[src/sv/tcec_pkg.sv]
// shared types, codes and constants of the text console escape/cursor engine
`default_nettype none

package tcec_pkg;

	// default geometry
	localparam int MAX_COLS_DEF     = 256;
	localparam int MAX_ROWS_DEF     = 128;
	localparam int GLYPH_WIDTH_DEF  = 8;
	localparam int GLYPH_HEIGHT_DEF = 16;

	// command queue depth (power of two)
	localparam int QUEUE_DEPTH = 4;

	// configuration register indexes
	localparam logic [2:0] REG_SCREEN_READY = 3'd0;
	localparam logic [2:0] REG_COLUMNS      = 3'd1;
	localparam logic [2:0] REG_TEXT_ROWS    = 3'd2;
	localparam logic [2:0] REG_BACKGROUND   = 3'd3;
	localparam logic [2:0] REG_MINI_MODE    = 3'd4;
	localparam logic [2:0] REG_MINI_KEEP    = 3'd5;

	// configuration reset values
	localparam logic [8:0] COLUMNS_RST   = 9'd80;
	localparam logic [7:0] TEXT_ROWS_RST = 8'd30;
	localparam logic [6:0] MINI_KEEP_RST = 7'd4;

	// character codes
	localparam logic [7:0] CH_TAB      = 8'd9;
	localparam logic [7:0] CH_NEWLINE  = 8'd10;
	localparam logic [7:0] CH_ESC      = 8'd27;
	localparam logic [7:0] CH_ZERO     = 8'd48;
	localparam logic [7:0] CH_TWO      = 8'd50;
	localparam logic [7:0] CH_J        = 8'd74;
	localparam logic [7:0] CH_LBRACKET = 8'd91;

	// color select codes
	localparam logic [11:0] SGR_RED   = 12'd31;
	localparam logic [11:0] SGR_GREEN = 12'd32;
	localparam logic [11:0] SGR_WHITE = 12'd39;
	localparam logic [11:0] SGR_CYAN  = 12'd96;

	// foreground palette
	localparam logic [1:0] FG_WHITE = 2'd0;
	localparam logic [1:0] FG_RED   = 2'd1;
	localparam logic [1:0] FG_GREEN = 2'd2;
	localparam logic [1:0] FG_CYAN  = 2'd3;

	// result kinds
	localparam logic [1:0] KIND_DRAW       = 2'd0;
	localparam logic [1:0] KIND_CLR_SCREEN = 2'd1;
	localparam logic [1:0] KIND_CLR_MINI   = 2'd2;
	localparam logic [1:0] KIND_NOT_READY  = 2'd3;

	// commands from parser to cursor engine
	typedef enum logic [1:0] {
		CMD_DRAW,
		CMD_CLEAR,
		CMD_NOT_READY
	} cmd_op_t;

	typedef struct packed {
		cmd_op_t    op;
		logic [7:0] glyph;
		logic [1:0] fg;
	} cmd_t;

	// configuration seen by the cursor engine
	typedef struct packed {
		logic [8:0]  columns;
		logic [7:0]  text_rows;
		logic [31:0] background_color;
		logic        minishell_mode;
		logic [6:0]  minishell_keep_rows;
	} cfg_t;

endpackage

`default_nettype wire

[src/sv/text_console_escape_cursor.sv]
// Text console character engine. One character beat is taken on the input
// channel; a parser recognizes ESC [ 2 J (screen clear) and ESC [ x ; d d m
// (foreground color select), and every other byte becomes a draw beat at the
// pixel position of the text cursor, followed by a clear beat when the cursor
// runs off the bottom. The parser accepts a character every cycle as long as
// its four-entry command queue has room; the cursor engine behind it retires
// one command per cycle while no clear is pending and the output is free; a
// draw that overflows the screen gives a draw beat, then a clear beat, from
// the single output register. Escape bytes make no beats. When screen_ready is
// low every character gives one not-ready beat. Configuration is written
// through cfg_we/cfg_index/cfg_data and should only change while idle.
`default_nettype none

module text_console_escape_cursor #(
	parameter int MAX_COLS     = tcec_pkg::MAX_COLS_DEF,
	parameter int MAX_ROWS     = tcec_pkg::MAX_ROWS_DEF,
	parameter int GLYPH_WIDTH  = tcec_pkg::GLYPH_WIDTH_DEF,
	parameter int GLYPH_HEIGHT = tcec_pkg::GLYPH_HEIGHT_DEF
) (
	input  wire logic        clk,
	input  wire logic        arst_n,
	input  wire logic        cfg_we,
	input  wire logic [2:0]  cfg_index,
	input  wire logic [31:0] cfg_data,
	input  wire logic        in_valid,
	output logic             in_ready,
	input  wire logic [7:0]  char_code,
	output logic             out_valid,
	input  wire logic        out_ready,
	output logic [1:0]       kind,
	output logic [7:0]       glyph,
	output logic [11:0]      x_pixel,
	output logic [11:0]      y_pixel,
	output logic [1:0]       fg_index,
	output logic [31:0]      fill_color,
	output logic             last
);

	logic           screen_ready_q;
	tcec_pkg::cfg_t cfg_q;
	logic           q_full;
	logic           q_push;
	tcec_pkg::cmd_t q_cmd;
	logic           q_pop;
	logic           q_not_empty;
	tcec_pkg::cmd_t q_head;

	// configuration registers
	always_ff @(posedge clk or negedge arst_n) begin
		if (!arst_n) begin
			screen_ready_q            <= 1'b0;
			cfg_q.columns             <= tcec_pkg::COLUMNS_RST;
			cfg_q.text_rows           <= tcec_pkg::TEXT_ROWS_RST;
			cfg_q.background_color    <= 32'd0;
			cfg_q.minishell_mode      <= 1'b0;
			cfg_q.minishell_keep_rows <= tcec_pkg::MINI_KEEP_RST;
		end else if (cfg_we) begin
			case (cfg_index)
				tcec_pkg::REG_SCREEN_READY: screen_ready_q <= cfg_data[0];
				tcec_pkg::REG_COLUMNS:      cfg_q.columns <= cfg_data[8:0];
				tcec_pkg::REG_TEXT_ROWS:    cfg_q.text_rows <= cfg_data[7:0];
				tcec_pkg::REG_BACKGROUND:   cfg_q.background_color <= cfg_data;
				tcec_pkg::REG_MINI_MODE:    cfg_q.minishell_mode <= cfg_data[0];
				tcec_pkg::REG_MINI_KEEP:    cfg_q.minishell_keep_rows <= cfg_data[6:0];
				default: begin
				end
			endcase
		end
	end

	// parser
	tcec_front u_front (
		.clk          (clk),
		.arst_n       (arst_n),
		.in_valid     (in_valid),
		.in_ready     (in_ready),
		.char_code    (char_code),
		.screen_ready (screen_ready_q),
		.q_full       (q_full),
		.q_push       (q_push),
		.q_cmd        (q_cmd)
	);

	// command queue
	tcec_queue u_queue (
		.clk       (clk),
		.arst_n    (arst_n),
		.push      (q_push),
		.push_cmd  (q_cmd),
		.full      (q_full),
		.pop       (q_pop),
		.not_empty (q_not_empty),
		.head      (q_head)
	);

	// cursor engine
	tcec_back #(
		.MAX_COLS     (MAX_COLS),
		.MAX_ROWS     (MAX_ROWS),
		.GLYPH_WIDTH  (GLYPH_WIDTH),
		.GLYPH_HEIGHT (GLYPH_HEIGHT)
	) u_back (
		.clk        (clk),
		.arst_n     (arst_n),
		.cfg        (cfg_q),
		.cmd_valid  (q_not_empty),
		.cmd        (q_head),
		.cmd_pop    (q_pop),
		.out_valid  (out_valid),
		.out_ready  (out_ready),
		.kind       (kind),
		.glyph      (glyph),
		.x_pixel    (x_pixel),
		.y_pixel    (y_pixel),
		.fg_index   (fg_index),
		.fill_color (fill_color),
		.last       (last)
	);

endmodule

`default_nettype wire

[src/sv/tcec_front.sv]
// front end: takes character beats, runs the escape parser, issues commands
`default_nettype none

module tcec_front (
	input  wire logic           clk,
	input  wire logic           arst_n,
	input  wire logic           in_valid,
	output logic                in_ready,
	input  wire logic [7:0]     char_code,
	input  wire logic           screen_ready,
	input  wire logic           q_full,
	output logic                q_push,
	output tcec_pkg::cmd_t      q_cmd
);

	typedef enum logic [2:0] {
		PS_NORMAL,
		PS_ESCAPE,
		PS_BRACKET,
		PS_CLEAR,
		PS_SKIP,
		PS_DIGIT1,
		PS_DIGIT2,
		PS_FINAL
	} ps_t;

	ps_t         state_q, state_n;
	logic        skip_q, skip_n;
	logic [11:0] tens_q, tens_n;
	logic [11:0] units_q, units_n;
	logic [1:0]  fg_q, fg_n;
	logic        accept;
	logic        push_n;
	logic        draw_it;
	logic [11:0] digit;
	logic [11:0] digit_x10;
	logic [11:0] code;

	assign in_ready = !q_full;
	assign accept   = in_valid && in_ready;

	// digit arithmetic, modulo 4096
	assign digit     = {4'd0, char_code} - {4'd0, tcec_pkg::CH_ZERO};
	assign digit_x10 = (digit << 3) + (digit << 1);
	assign code      = tens_q + units_q;

	// parser next state and command
	always_comb begin
		state_n   = state_q;
		skip_n    = skip_q;
		tens_n    = tens_q;
		units_n   = units_q;
		fg_n      = fg_q;
		push_n    = 1'b0;
		draw_it   = 1'b0;
		q_cmd.op    = tcec_pkg::CMD_DRAW;
		q_cmd.glyph = char_code;
		q_cmd.fg    = fg_q;
		if (!screen_ready) begin
			push_n   = 1'b1;
			q_cmd.op = tcec_pkg::CMD_NOT_READY;
		end else if (char_code == tcec_pkg::CH_ESC) begin
			state_n = PS_ESCAPE;
			skip_n  = 1'b0;
		end else begin
			case (state_q)
				PS_ESCAPE: begin
					if (char_code == tcec_pkg::CH_LBRACKET) begin
						state_n = PS_BRACKET;
					end else begin
						draw_it = 1'b1;
					end
				end
				PS_BRACKET: begin
					state_n = (char_code == tcec_pkg::CH_TWO) ? PS_CLEAR : PS_SKIP;
				end
				PS_CLEAR: begin
					if (char_code == tcec_pkg::CH_J) begin
						push_n   = 1'b1;
						q_cmd.op = tcec_pkg::CMD_CLEAR;
						state_n  = PS_NORMAL;
					end else begin
						draw_it = 1'b1;
					end
				end
				PS_SKIP: begin
					if (!skip_q) begin
						skip_n = 1'b1;
					end else begin
						skip_n  = 1'b0;
						tens_n  = digit_x10;
						state_n = PS_DIGIT2;
					end
				end
				PS_DIGIT1: begin
					tens_n  = digit_x10;
					state_n = PS_DIGIT2;
				end
				PS_DIGIT2: begin
					units_n = digit;
					state_n = PS_FINAL;
				end
				PS_FINAL: begin
					if (code == tcec_pkg::SGR_RED) begin
						fg_n    = tcec_pkg::FG_RED;
						state_n = PS_NORMAL;
					end else if (code == tcec_pkg::SGR_GREEN) begin
						fg_n    = tcec_pkg::FG_GREEN;
						state_n = PS_NORMAL;
					end else if (code == tcec_pkg::SGR_WHITE) begin
						fg_n    = tcec_pkg::FG_WHITE;
						state_n = PS_NORMAL;
					end else if (code == tcec_pkg::SGR_CYAN) begin
						fg_n    = tcec_pkg::FG_CYAN;
						state_n = PS_NORMAL;
					end else begin
						draw_it = 1'b1;
					end
				end
				default: begin
					draw_it = 1'b1;
				end
			endcase
			if (draw_it) begin
				state_n = PS_NORMAL;
				push_n  = 1'b1;
			end
		end
	end

	assign q_push = accept && push_n;

	// parser state
	always_ff @(posedge clk or negedge arst_n) begin
		if (!arst_n) begin
			state_q <= PS_NORMAL;
			skip_q  <= 1'b0;
			tens_q  <= 12'd0;
			units_q <= 12'd0;
			fg_q    <= tcec_pkg::FG_WHITE;
		end else if (accept) begin
			state_q <= state_n;
			skip_q  <= skip_n;
			tens_q  <= tens_n;
			units_q <= units_n;
			fg_q    <= fg_n;
		end
	end

	// a completed clear sequence leaves the parser in normal state
	assert property (@(posedge clk) disable iff (!arst_n)
		(q_push && q_cmd.op == tcec_pkg::CMD_CLEAR) |=> (state_q == PS_NORMAL))
		else $error("parser not back to normal after clear sequence");

endmodule

`default_nettype wire

[src/sv/tcec_queue.sv]
// short command queue between parser and cursor engine
`default_nettype none

module tcec_queue (
	input  wire logic           clk,
	input  wire logic           arst_n,
	input  wire logic           push,
	input  wire tcec_pkg::cmd_t push_cmd,
	output logic                full,
	input  wire logic           pop,
	output logic                not_empty,
	output tcec_pkg::cmd_t      head
);

	localparam int DEPTH = tcec_pkg::QUEUE_DEPTH;
	localparam int AW    = $clog2(DEPTH);

	tcec_pkg::cmd_t entries_q [DEPTH];
	logic [AW-1:0]  wr_ptr_q;
	logic [AW-1:0]  rd_ptr_q;
	logic [AW:0]    count_q;
	logic           do_push;
	logic           do_pop;

	assign full      = (count_q == (AW+1)'(DEPTH));
	assign not_empty = (count_q != '0);
	assign do_push   = push && !full;
	assign do_pop    = pop && not_empty;
	assign head      = entries_q[rd_ptr_q];

	// storage
	always_ff @(posedge clk) begin
		if (do_push) begin
			entries_q[wr_ptr_q] <= push_cmd;
		end
	end

	// pointers and fill level
	always_ff @(posedge clk or negedge arst_n) begin
		if (!arst_n) begin
			wr_ptr_q <= '0;
			rd_ptr_q <= '0;
			count_q  <= '0;
		end else begin
			if (do_push) begin
				wr_ptr_q <= wr_ptr_q + 1'b1;
			end
			if (do_pop) begin
				rd_ptr_q <= rd_ptr_q + 1'b1;
			end
			case ({do_push, do_pop})
				2'b10:   count_q <= count_q + 1'b1;
				2'b01:   count_q <= count_q - 1'b1;
				default: count_q <= count_q;
			endcase
		end
	end

	// fill level never passes the depth
	assert property (@(posedge clk) disable iff (!arst_n)
		count_q <= (AW+1)'(DEPTH))
		else $error("command queue overflow");

endmodule

`default_nettype wire

[src/sv/tcec_back.sv]
// back end: cursor engine that turns commands into result beats
`default_nettype none

module tcec_back #(
	parameter int MAX_COLS     = tcec_pkg::MAX_COLS_DEF,
	parameter int MAX_ROWS     = tcec_pkg::MAX_ROWS_DEF,
	parameter int GLYPH_WIDTH  = tcec_pkg::GLYPH_WIDTH_DEF,
	parameter int GLYPH_HEIGHT = tcec_pkg::GLYPH_HEIGHT_DEF
) (
	input  wire logic           clk,
	input  wire logic           arst_n,
	input  wire tcec_pkg::cfg_t cfg,
	input  wire logic           cmd_valid,
	input  wire tcec_pkg::cmd_t cmd,
	output logic                cmd_pop,
	output logic                out_valid,
	input  wire logic           out_ready,
	output logic [1:0]          kind,
	output logic [7:0]          glyph,
	output logic [11:0]         x_pixel,
	output logic [11:0]         y_pixel,
	output logic [1:0]          fg_index,
	output logic [31:0]         fill_color,
	output logic                last
);

	logic        out_valid_q;
	logic        pend_q;
	logic [1:0]  pend_kind_q;
	logic [8:0]  cursor_x_q;
	logic [7:0]  cursor_y_q;
	logic [1:0]  kind_q;
	logic [7:0]  glyph_q;
	logic [11:0] x_pixel_q;
	logic [11:0] y_pixel_q;
	logic [1:0]  fg_q;
	logic [31:0] fill_q;
	logic        last_q;

	logic        out_free;
	logic        load_pend;
	logic [8:0]  cols_c;
	logic [7:0]  rows_c;
	logic [6:0]  keep_c;
	logic [8:0]  cx_a;
	logic [7:0]  cy_a;
	logic [11:0] xp;
	logic [11:0] yp;
	logic [8:0]  cx_b;
	logic        wrap;
	logic [8:0]  cx_c;
	logic [7:0]  cy_c;
	logic        ovf;
	logic [7:0]  cy_mini;
	logic [7:0]  cy_bottom;

	assign out_free  = !out_valid_q || out_ready;
	assign cmd_pop   = cmd_valid && !pend_q && out_free;
	assign load_pend = pend_q && out_free;

	// clamp the geometry registers
	always_comb begin
		if (cfg.columns == 9'd0) begin
			cols_c = 9'd1;
		end else if (cfg.columns > 9'(MAX_COLS)) begin
			cols_c = 9'(MAX_COLS);
		end else begin
			cols_c = cfg.columns;
		end
		if (cfg.text_rows == 8'd0) begin
			rows_c = 8'd1;
		end else if (cfg.text_rows > 8'(MAX_ROWS)) begin
			rows_c = 8'(MAX_ROWS);
		end else begin
			rows_c = cfg.text_rows;
		end
		keep_c = (cfg.minishell_keep_rows == 7'd0) ? 7'd1 : cfg.minishell_keep_rows;
	end

	// newline and tab move the cursor before the draw
	always_comb begin
		cx_a = cursor_x_q;
		cy_a = cursor_y_q;
		if (cmd.glyph == tcec_pkg::CH_NEWLINE) begin
			cy_a = cursor_y_q + 8'd1;
			cx_a = 9'd0;
		end else if (cmd.glyph == tcec_pkg::CH_TAB) begin
			cx_a = cursor_x_q + 9'd4;
		end
	end

	// pixel position, then advance with wrap and bottom check
	assign xp        = {3'd0, cx_a} * 12'(GLYPH_WIDTH);
	assign yp        = {4'd0, cy_a} * 12'(GLYPH_HEIGHT);
	assign cx_b      = cx_a + 9'd1;
	assign wrap      = (cx_b >= cols_c);
	assign cx_c      = wrap ? 9'd0 : cx_b;
	assign cy_c      = wrap ? (cy_a + 8'd1) : cy_a;
	assign ovf       = (cy_c >= rows_c);
	assign cy_mini   = (rows_c > {1'b0, keep_c}) ? (rows_c - {1'b0, keep_c}) : 8'd0;
	assign cy_bottom = cfg.minishell_mode ? cy_mini : 8'd0;

	// control: output valid, pending clear and cursor
	always_ff @(posedge clk or negedge arst_n) begin
		if (!arst_n) begin
			out_valid_q <= 1'b0;
			pend_q      <= 1'b0;
			pend_kind_q <= tcec_pkg::KIND_CLR_SCREEN;
			cursor_x_q  <= 9'd0;
			cursor_y_q  <= 8'd0;
		end else begin
			if (cmd_pop) begin
				out_valid_q <= 1'b1;
				case (cmd.op)
					tcec_pkg::CMD_CLEAR: begin
						cursor_y_q <= 8'd0;
					end
					tcec_pkg::CMD_DRAW: begin
						cursor_x_q  <= cx_c;
						cursor_y_q  <= ovf ? cy_bottom : cy_c;
						pend_q      <= ovf;
						pend_kind_q <= cfg.minishell_mode ? tcec_pkg::KIND_CLR_MINI
						                                  : tcec_pkg::KIND_CLR_SCREEN;
					end
					default: begin
						pend_q <= 1'b0;
					end
				endcase
			end else if (load_pend) begin
				out_valid_q <= 1'b1;
				pend_q      <= 1'b0;
			end else if (out_ready) begin
				out_valid_q <= 1'b0;
			end
		end
	end

	// result payload
	always_ff @(posedge clk) begin
		if (cmd_pop) begin
			glyph_q   <= 8'd0;
			x_pixel_q <= 12'd0;
			y_pixel_q <= 12'd0;
			fg_q      <= 2'd0;
			fill_q    <= 32'd0;
			last_q    <= 1'b1;
			case (cmd.op)
				tcec_pkg::CMD_CLEAR: begin
					kind_q <= tcec_pkg::KIND_CLR_SCREEN;
					fill_q <= cfg.background_color;
				end
				tcec_pkg::CMD_DRAW: begin
					kind_q    <= tcec_pkg::KIND_DRAW;
					glyph_q   <= cmd.glyph;
					x_pixel_q <= xp;
					y_pixel_q <= yp;
					fg_q      <= cmd.fg;
					last_q    <= !ovf;
				end
				default: begin
					kind_q <= tcec_pkg::KIND_NOT_READY;
				end
			endcase
		end else if (load_pend) begin
			kind_q    <= pend_kind_q;
			glyph_q   <= 8'd0;
			x_pixel_q <= 12'd0;
			y_pixel_q <= 12'd0;
			fg_q      <= 2'd0;
			fill_q    <= cfg.background_color;
			last_q    <= 1'b1;
		end
	end

	assign out_valid  = out_valid_q;
	assign kind       = kind_q;
	assign glyph      = glyph_q;
	assign x_pixel    = x_pixel_q;
	assign y_pixel    = y_pixel_q;
	assign fg_index   = fg_q;
	assign fill_color = fill_q;
	assign last       = last_q;

	// a pending clear always sits behind a shown draw beat
	assert property (@(posedge clk) disable iff (!arst_n)
		pend_q |-> out_valid_q)
		else $error("pending clear without a shown draw beat");

	// a beat that is not last must have its clear queued up
	assert property (@(posedge clk) disable iff (!arst_n)
		(out_valid_q && !last_q) |-> (pend_q && kind_q == tcec_pkg::KIND_DRAW))
		else $error("non-final beat without pending clear");

	// no command is taken while a clear is still owed
	assert property (@(posedge clk) disable iff (!arst_n)
		pend_q |-> !cmd_pop)
		else $error("command taken ahead of pending clear");

endmodule

`default_nettype wire
[config.mk]
export PLATFORM = sky130hd
export DESIGN_NAME = text_console_escape_cursor
export DESIGN_NICKNAME = d
export VERILOG_FILES = /design/src/sv/tcec_pkg.sv /design/src/sv/text_console_escape_cursor.sv /design/src/sv/tcec_front.sv /design/src/sv/tcec_queue.sv /design/src/sv/tcec_back.sv
export SDC_FILE = /design/constraint.sdc
export NUM_CORES = 1
export LEC_CHECK = 0
export ABC_AREA = 1
export BUFFER_PORTS_ARGS = -buffer_cell sky130_fd_sc_hd__buf_2
export CORE_MARGIN = 5
export CORE_UTILIZATION = 65
export CTS_CLUSTER_SIZE = 25
export DETAILED_ROUTE_END_ITERATION = 12
export GPL_ROUTABILITY_DRIVEN = 0
export PLACE_DENSITY = 0.94
export SLEW_MARGIN = 15
export SYNTH_ARGS = -nofsm -noshare
export SYNTH_HDL_FRONTEND = slang
export SYNTH_HIERARCHICAL = 1
export SYNTH_SLANG_ARGS = --single-unit
[constraint.sdc]
create_clock -name clk -period 10.2 [get_ports clk]
set_input_delay 2.04 -clock clk [delete_from_list [all_inputs] [get_ports clk]]
set_output_delay 2.04 -clock clk [all_outputs]
set_load 0.03 [all_outputs]
==> flow_summary.toml <==
[clock_network]
cts_resized = 0
cts_hold_buf = 0
cts.reportedPaths.clkPinSlew_ns = 0.06
clock_sinks = 222
numCtsBuffers = 24
clock-root-buffer = "clkbuf_16"
cts_buffer_depth = 3
htreeDepth = 1
cts_tree = "yes"
cts_setup_buffers = 0
clk_latency_ns = 0.51

[route]
vias = 10390
drtAntennaViolNets = 0
drt_iter0_markers = 1073
firstDrtPassIters = 5
via_per_inst = 5.515
wl_mm = 28.38
drc_errors = 0
wl_per_cell_um = 15.07

[layout]
num_antenna_cells = 0
syn2layout_area_growth_pct = 11.45
fin_nets = 1710
drive_above_1_share_pct = 15.10
fin_util_pct = 73.87

[logic_synthesis]
synthCells = 1501
ys_async_sr_fraction_pct = 50.45
synth_edf_count = 110
synthTopCellsByArea = "edfxtp_1 26%, dfrtp_1 21%, nand2_1 15%, inv_1 6.6%, ha_1 5.3%"
synth.cell_area_um2 = 12480
yosysUniqueCellTypes = 55
yosysTopAreaCellShare_pct = 26.47
yosysWarnings = 6
ys_ff_latch = 222
yosysSeqAreaShare_pct = 49.00
avgSynthCellArea_um2 = 8.315
yosysTopAreaCell = "edfxtp_1"
synth-main-ff-cell = "edfxtp_1"

[setup_path]
crit_required_ns = 10.65
worstPathArrival_ns = 6.30
start_kind = "register"
timing.critical_path.from = "u_queue/rd_ptr_q[0]"
cp_slowest_cell = "inv_2"
r2r_end = "u_back/cursor_y_q[4]"
cp_max_fo = 50
cp-endpoint = "u_back/cursor_y_q[4]"
path_class = "register to register"
rr_startpoint = "u_queue/rd_ptr_q[0]"
slowest_delay_ns = 0.62
cp_common_cell = "nand2_1"
r2r_cells = 31
reg2reg_slack_ns = 4.35
endpoint_kind = "register"

[timing]
max_freq_ghz = 0.1709
hold_violations = 0
period_minus_slack_ns = 5.850
period_share_pct = 57.35
fin_skew_ns = 0.009817
setup_viol = 0
rsz0062_at_grt = "false"
worst_slew_pin_slew_ns = 1.154
maxSlewViolCount = 0
relSlewSlack_pct = 22.80
setup_tns_ns = 0

[pwr]
clockPowerShare_pct = 21.1
seq_power_share_pct = 34.6
power.density_nw_per_um2 = 293.0
p_int_mw = 2.314
switching_share_pct = 43.22
ir_worst_vdd_v = 0.0001717
combinationalPowerShare_pct = 44.3
p_leak_nw = 7.140
switchingPower_mw = 1.761

[outcome]
outcome = "completed"

[global_routing]
antenna_found_initial = 0
grt_overflow = 0
grt_pass1_vias = 10290
grt_usage_pct = 26.01
grt_max_degree = 74
grt_first_pass_wirelength_mm = 47.63

[die]
rows = 50
die-area_um2 = 22070
pin_count = 119
die_h_um = 148.6
fp.coreArea_um2 = 18830
fp.dieW_um = 148.6
initial_utilization_pct = 66.28

[placed_design]
io_buffers = 111
dp_hpwl_mm = 19.80

[job]
max_cap_violations = 0

[hold_path]
hold_path.class = "register to register"
-- flip-flops by register name, summed over array words and instances, names as in the netlist, 2 cells and up --
name,flops
cfg_q,57
u_queue/entries_q,48
u_back/fill_color,32
u_front/tens_q,11
u_back/cursor_x_q,9
u_back/x_pixel,9
u_front/units_q,9
u_back/cursor_y_q,8
u_back/glyph,8
u_back/y_pixel,8
u_front/state_q,3
u_queue/count_q,3
u_back/fg_index,2
u_back/kind,2
u_back/pend_kind_q,2
u_front/fg_q,2
u_queue/rd_ptr_q,2
u_queue/wr_ptr_q,2
-- cells in the final DEF (no fill, tap or decap), drive strengths merged --
| cell | count |
|---|---|
| a21o | 2 |
| a21oi | 27 |
| a22oi | 1 |
| a2bb2oi | 1 |
| a31o | 1 |
| and2 | 1 |
| buf | 113 |
| bufinv | 2 |
| clkbuf | 35 |
| clkinv | 10 |
| conb | 7 |
| dfrtp | 104 |
| dfstp | 8 |
| edfxtp | 110 |
| fa | 4 |
| ha | 53 |
| inv | 238 |
| nand2 | 527 |
| nand3 | 99 |
| nand3b | 6 |
| nand4 | 24 |
| nor2 | 142 |
| nor3 | 12 |
| nor3b | 1 |
| nor4 | 3 |
| o2111ai | 1 |
| o211ai | 25 |
| o21a | 3 |
| o21ai | 34 |
| o21bai | 1 |
| o22ai | 5 |
| o311ai | 1 |
| o41ai | 1 |
| or2 | 2 |
| xnor2 | 7 |
| xor2 | 12 |
-- synthesized netlist by cell type, types with 2 or more instances --
cell type	n
a21o_1	2
a21oi_1	24
a21oi_2	2
buf_2	8
buf_4	20
buf_6	8
clkbuf_1	5
clkinv_1	3
dfrtp_1	104
dfstp_2	8
edfxtp_1	110
fa_1	4
ha_1	53
inv_1	221
inv_2	15
inv_4	2
nand2_1	505
nand2_2	18
nand2_4	4
nand3_1	91
nand3_2	8
nand3b_1	6
nand4_1	23
nor2_1	125
nor2_2	10
nor2_4	6
nor3_1	9
nor3_4	2
nor4_1	3
o211ai_1	15
o211ai_2	10
o21a_1	3
o21ai_0	23
o21ai_1	10
o22ai_1	5
xnor2_1	6
xor2_1	12
-- final cells by class --
class                      count  area (um^2)
clock buffer                  35        693.2
multi-input combinational   1003         5197
sequential                   222         6116
inverter                     241        909.6
clock inverter                 9        95.09
timing repair buffer         113        573.1
tap                          260        325.3
fill                        1335         4921
-- critical path: cells and delay by family (launching register included) --
kind | cells | cell delay [ns]
and+or+nand+nor | 20 | 2.72
adders and majority gates | 3 | 0.92
buffers and inverters | 4 | 0.86
AOI/OAI and AO/OA | 4 | 0.85
DFF | 1 | 0.41
-- kinds of logic (layout without fill, tap and decap cells) --
| family | count (synthesis) | count (layout) | share of synthesized area, % |
|---|---|---|---|
| simple gates | 817 | 817 | 28.38 |
| flops | 222 | 222 | 49.00 |
| other cells | 1 | 7 | 0.03005 |
| compound gates | 103 | 103 | 5.554 |
| xor+xnor | 19 | 19 | 1.394 |
| buf+inv | 282 | 398 | 9.684 |
| fa+ha+maj | 57 | 57 | 5.955 |
-- layer usage --
metal  share of wire (%)  global-route usage, %  vias up
met5                   0                      0        -
li1                    -                      -     4971
met1                  41                  33.53     4848
met3                 7.9                  4.235       89
met2                  48                  44.83      477
met4                 3.0                  9.053        0
-- worst min path at each step --
stage | start | end | cells after the start
after global placement | cfg_q[43] | cfg_q[43] | 2
after floorplan | cfg_q[40] | cfg_q[40] | 2
after CTS | cfg_q[42] | cfg_q[42] | 2
after global routing | cfg_q[42] | cfg_q[42] | 2
after detailed placement | cfg_q[40] | cfg_q[40] | 2
final | cfg_q[42] | cfg_q[42] | 2
-- metrics by stage --
stage	instances	setup WS (ns)	hold slack (ns)	total power [mW]	instance area [um^2]
2_1_floorplan	1507	4.554	0.4419	2.775	12500
3_3_place_gp	1839	4.939	0.4555	3.081	13110
3_5_place_dp	1839	4.640	0.4596	3.172	13120
4_1_cts	1883	4.516	0.4747	4.064	13910
5_1_grt	1883	3.833	0.4908	4.352	13910
6_report	1883	4.350	0.4757	4.076	13910
-- power groups by stage --
stage,logic [mW],clock network [mW],registers [mW]
after floorplan,1.18,0,1.59
after global placement,1.68,0,1.41
after detailed placement,1.76,0,1.42
after CTS,1.78,0.873,1.41
after global routing,2.00,0.913,1.44
final,1.80,0.860,1.41
Note: power is estimated with default switching activity, not from simulation.
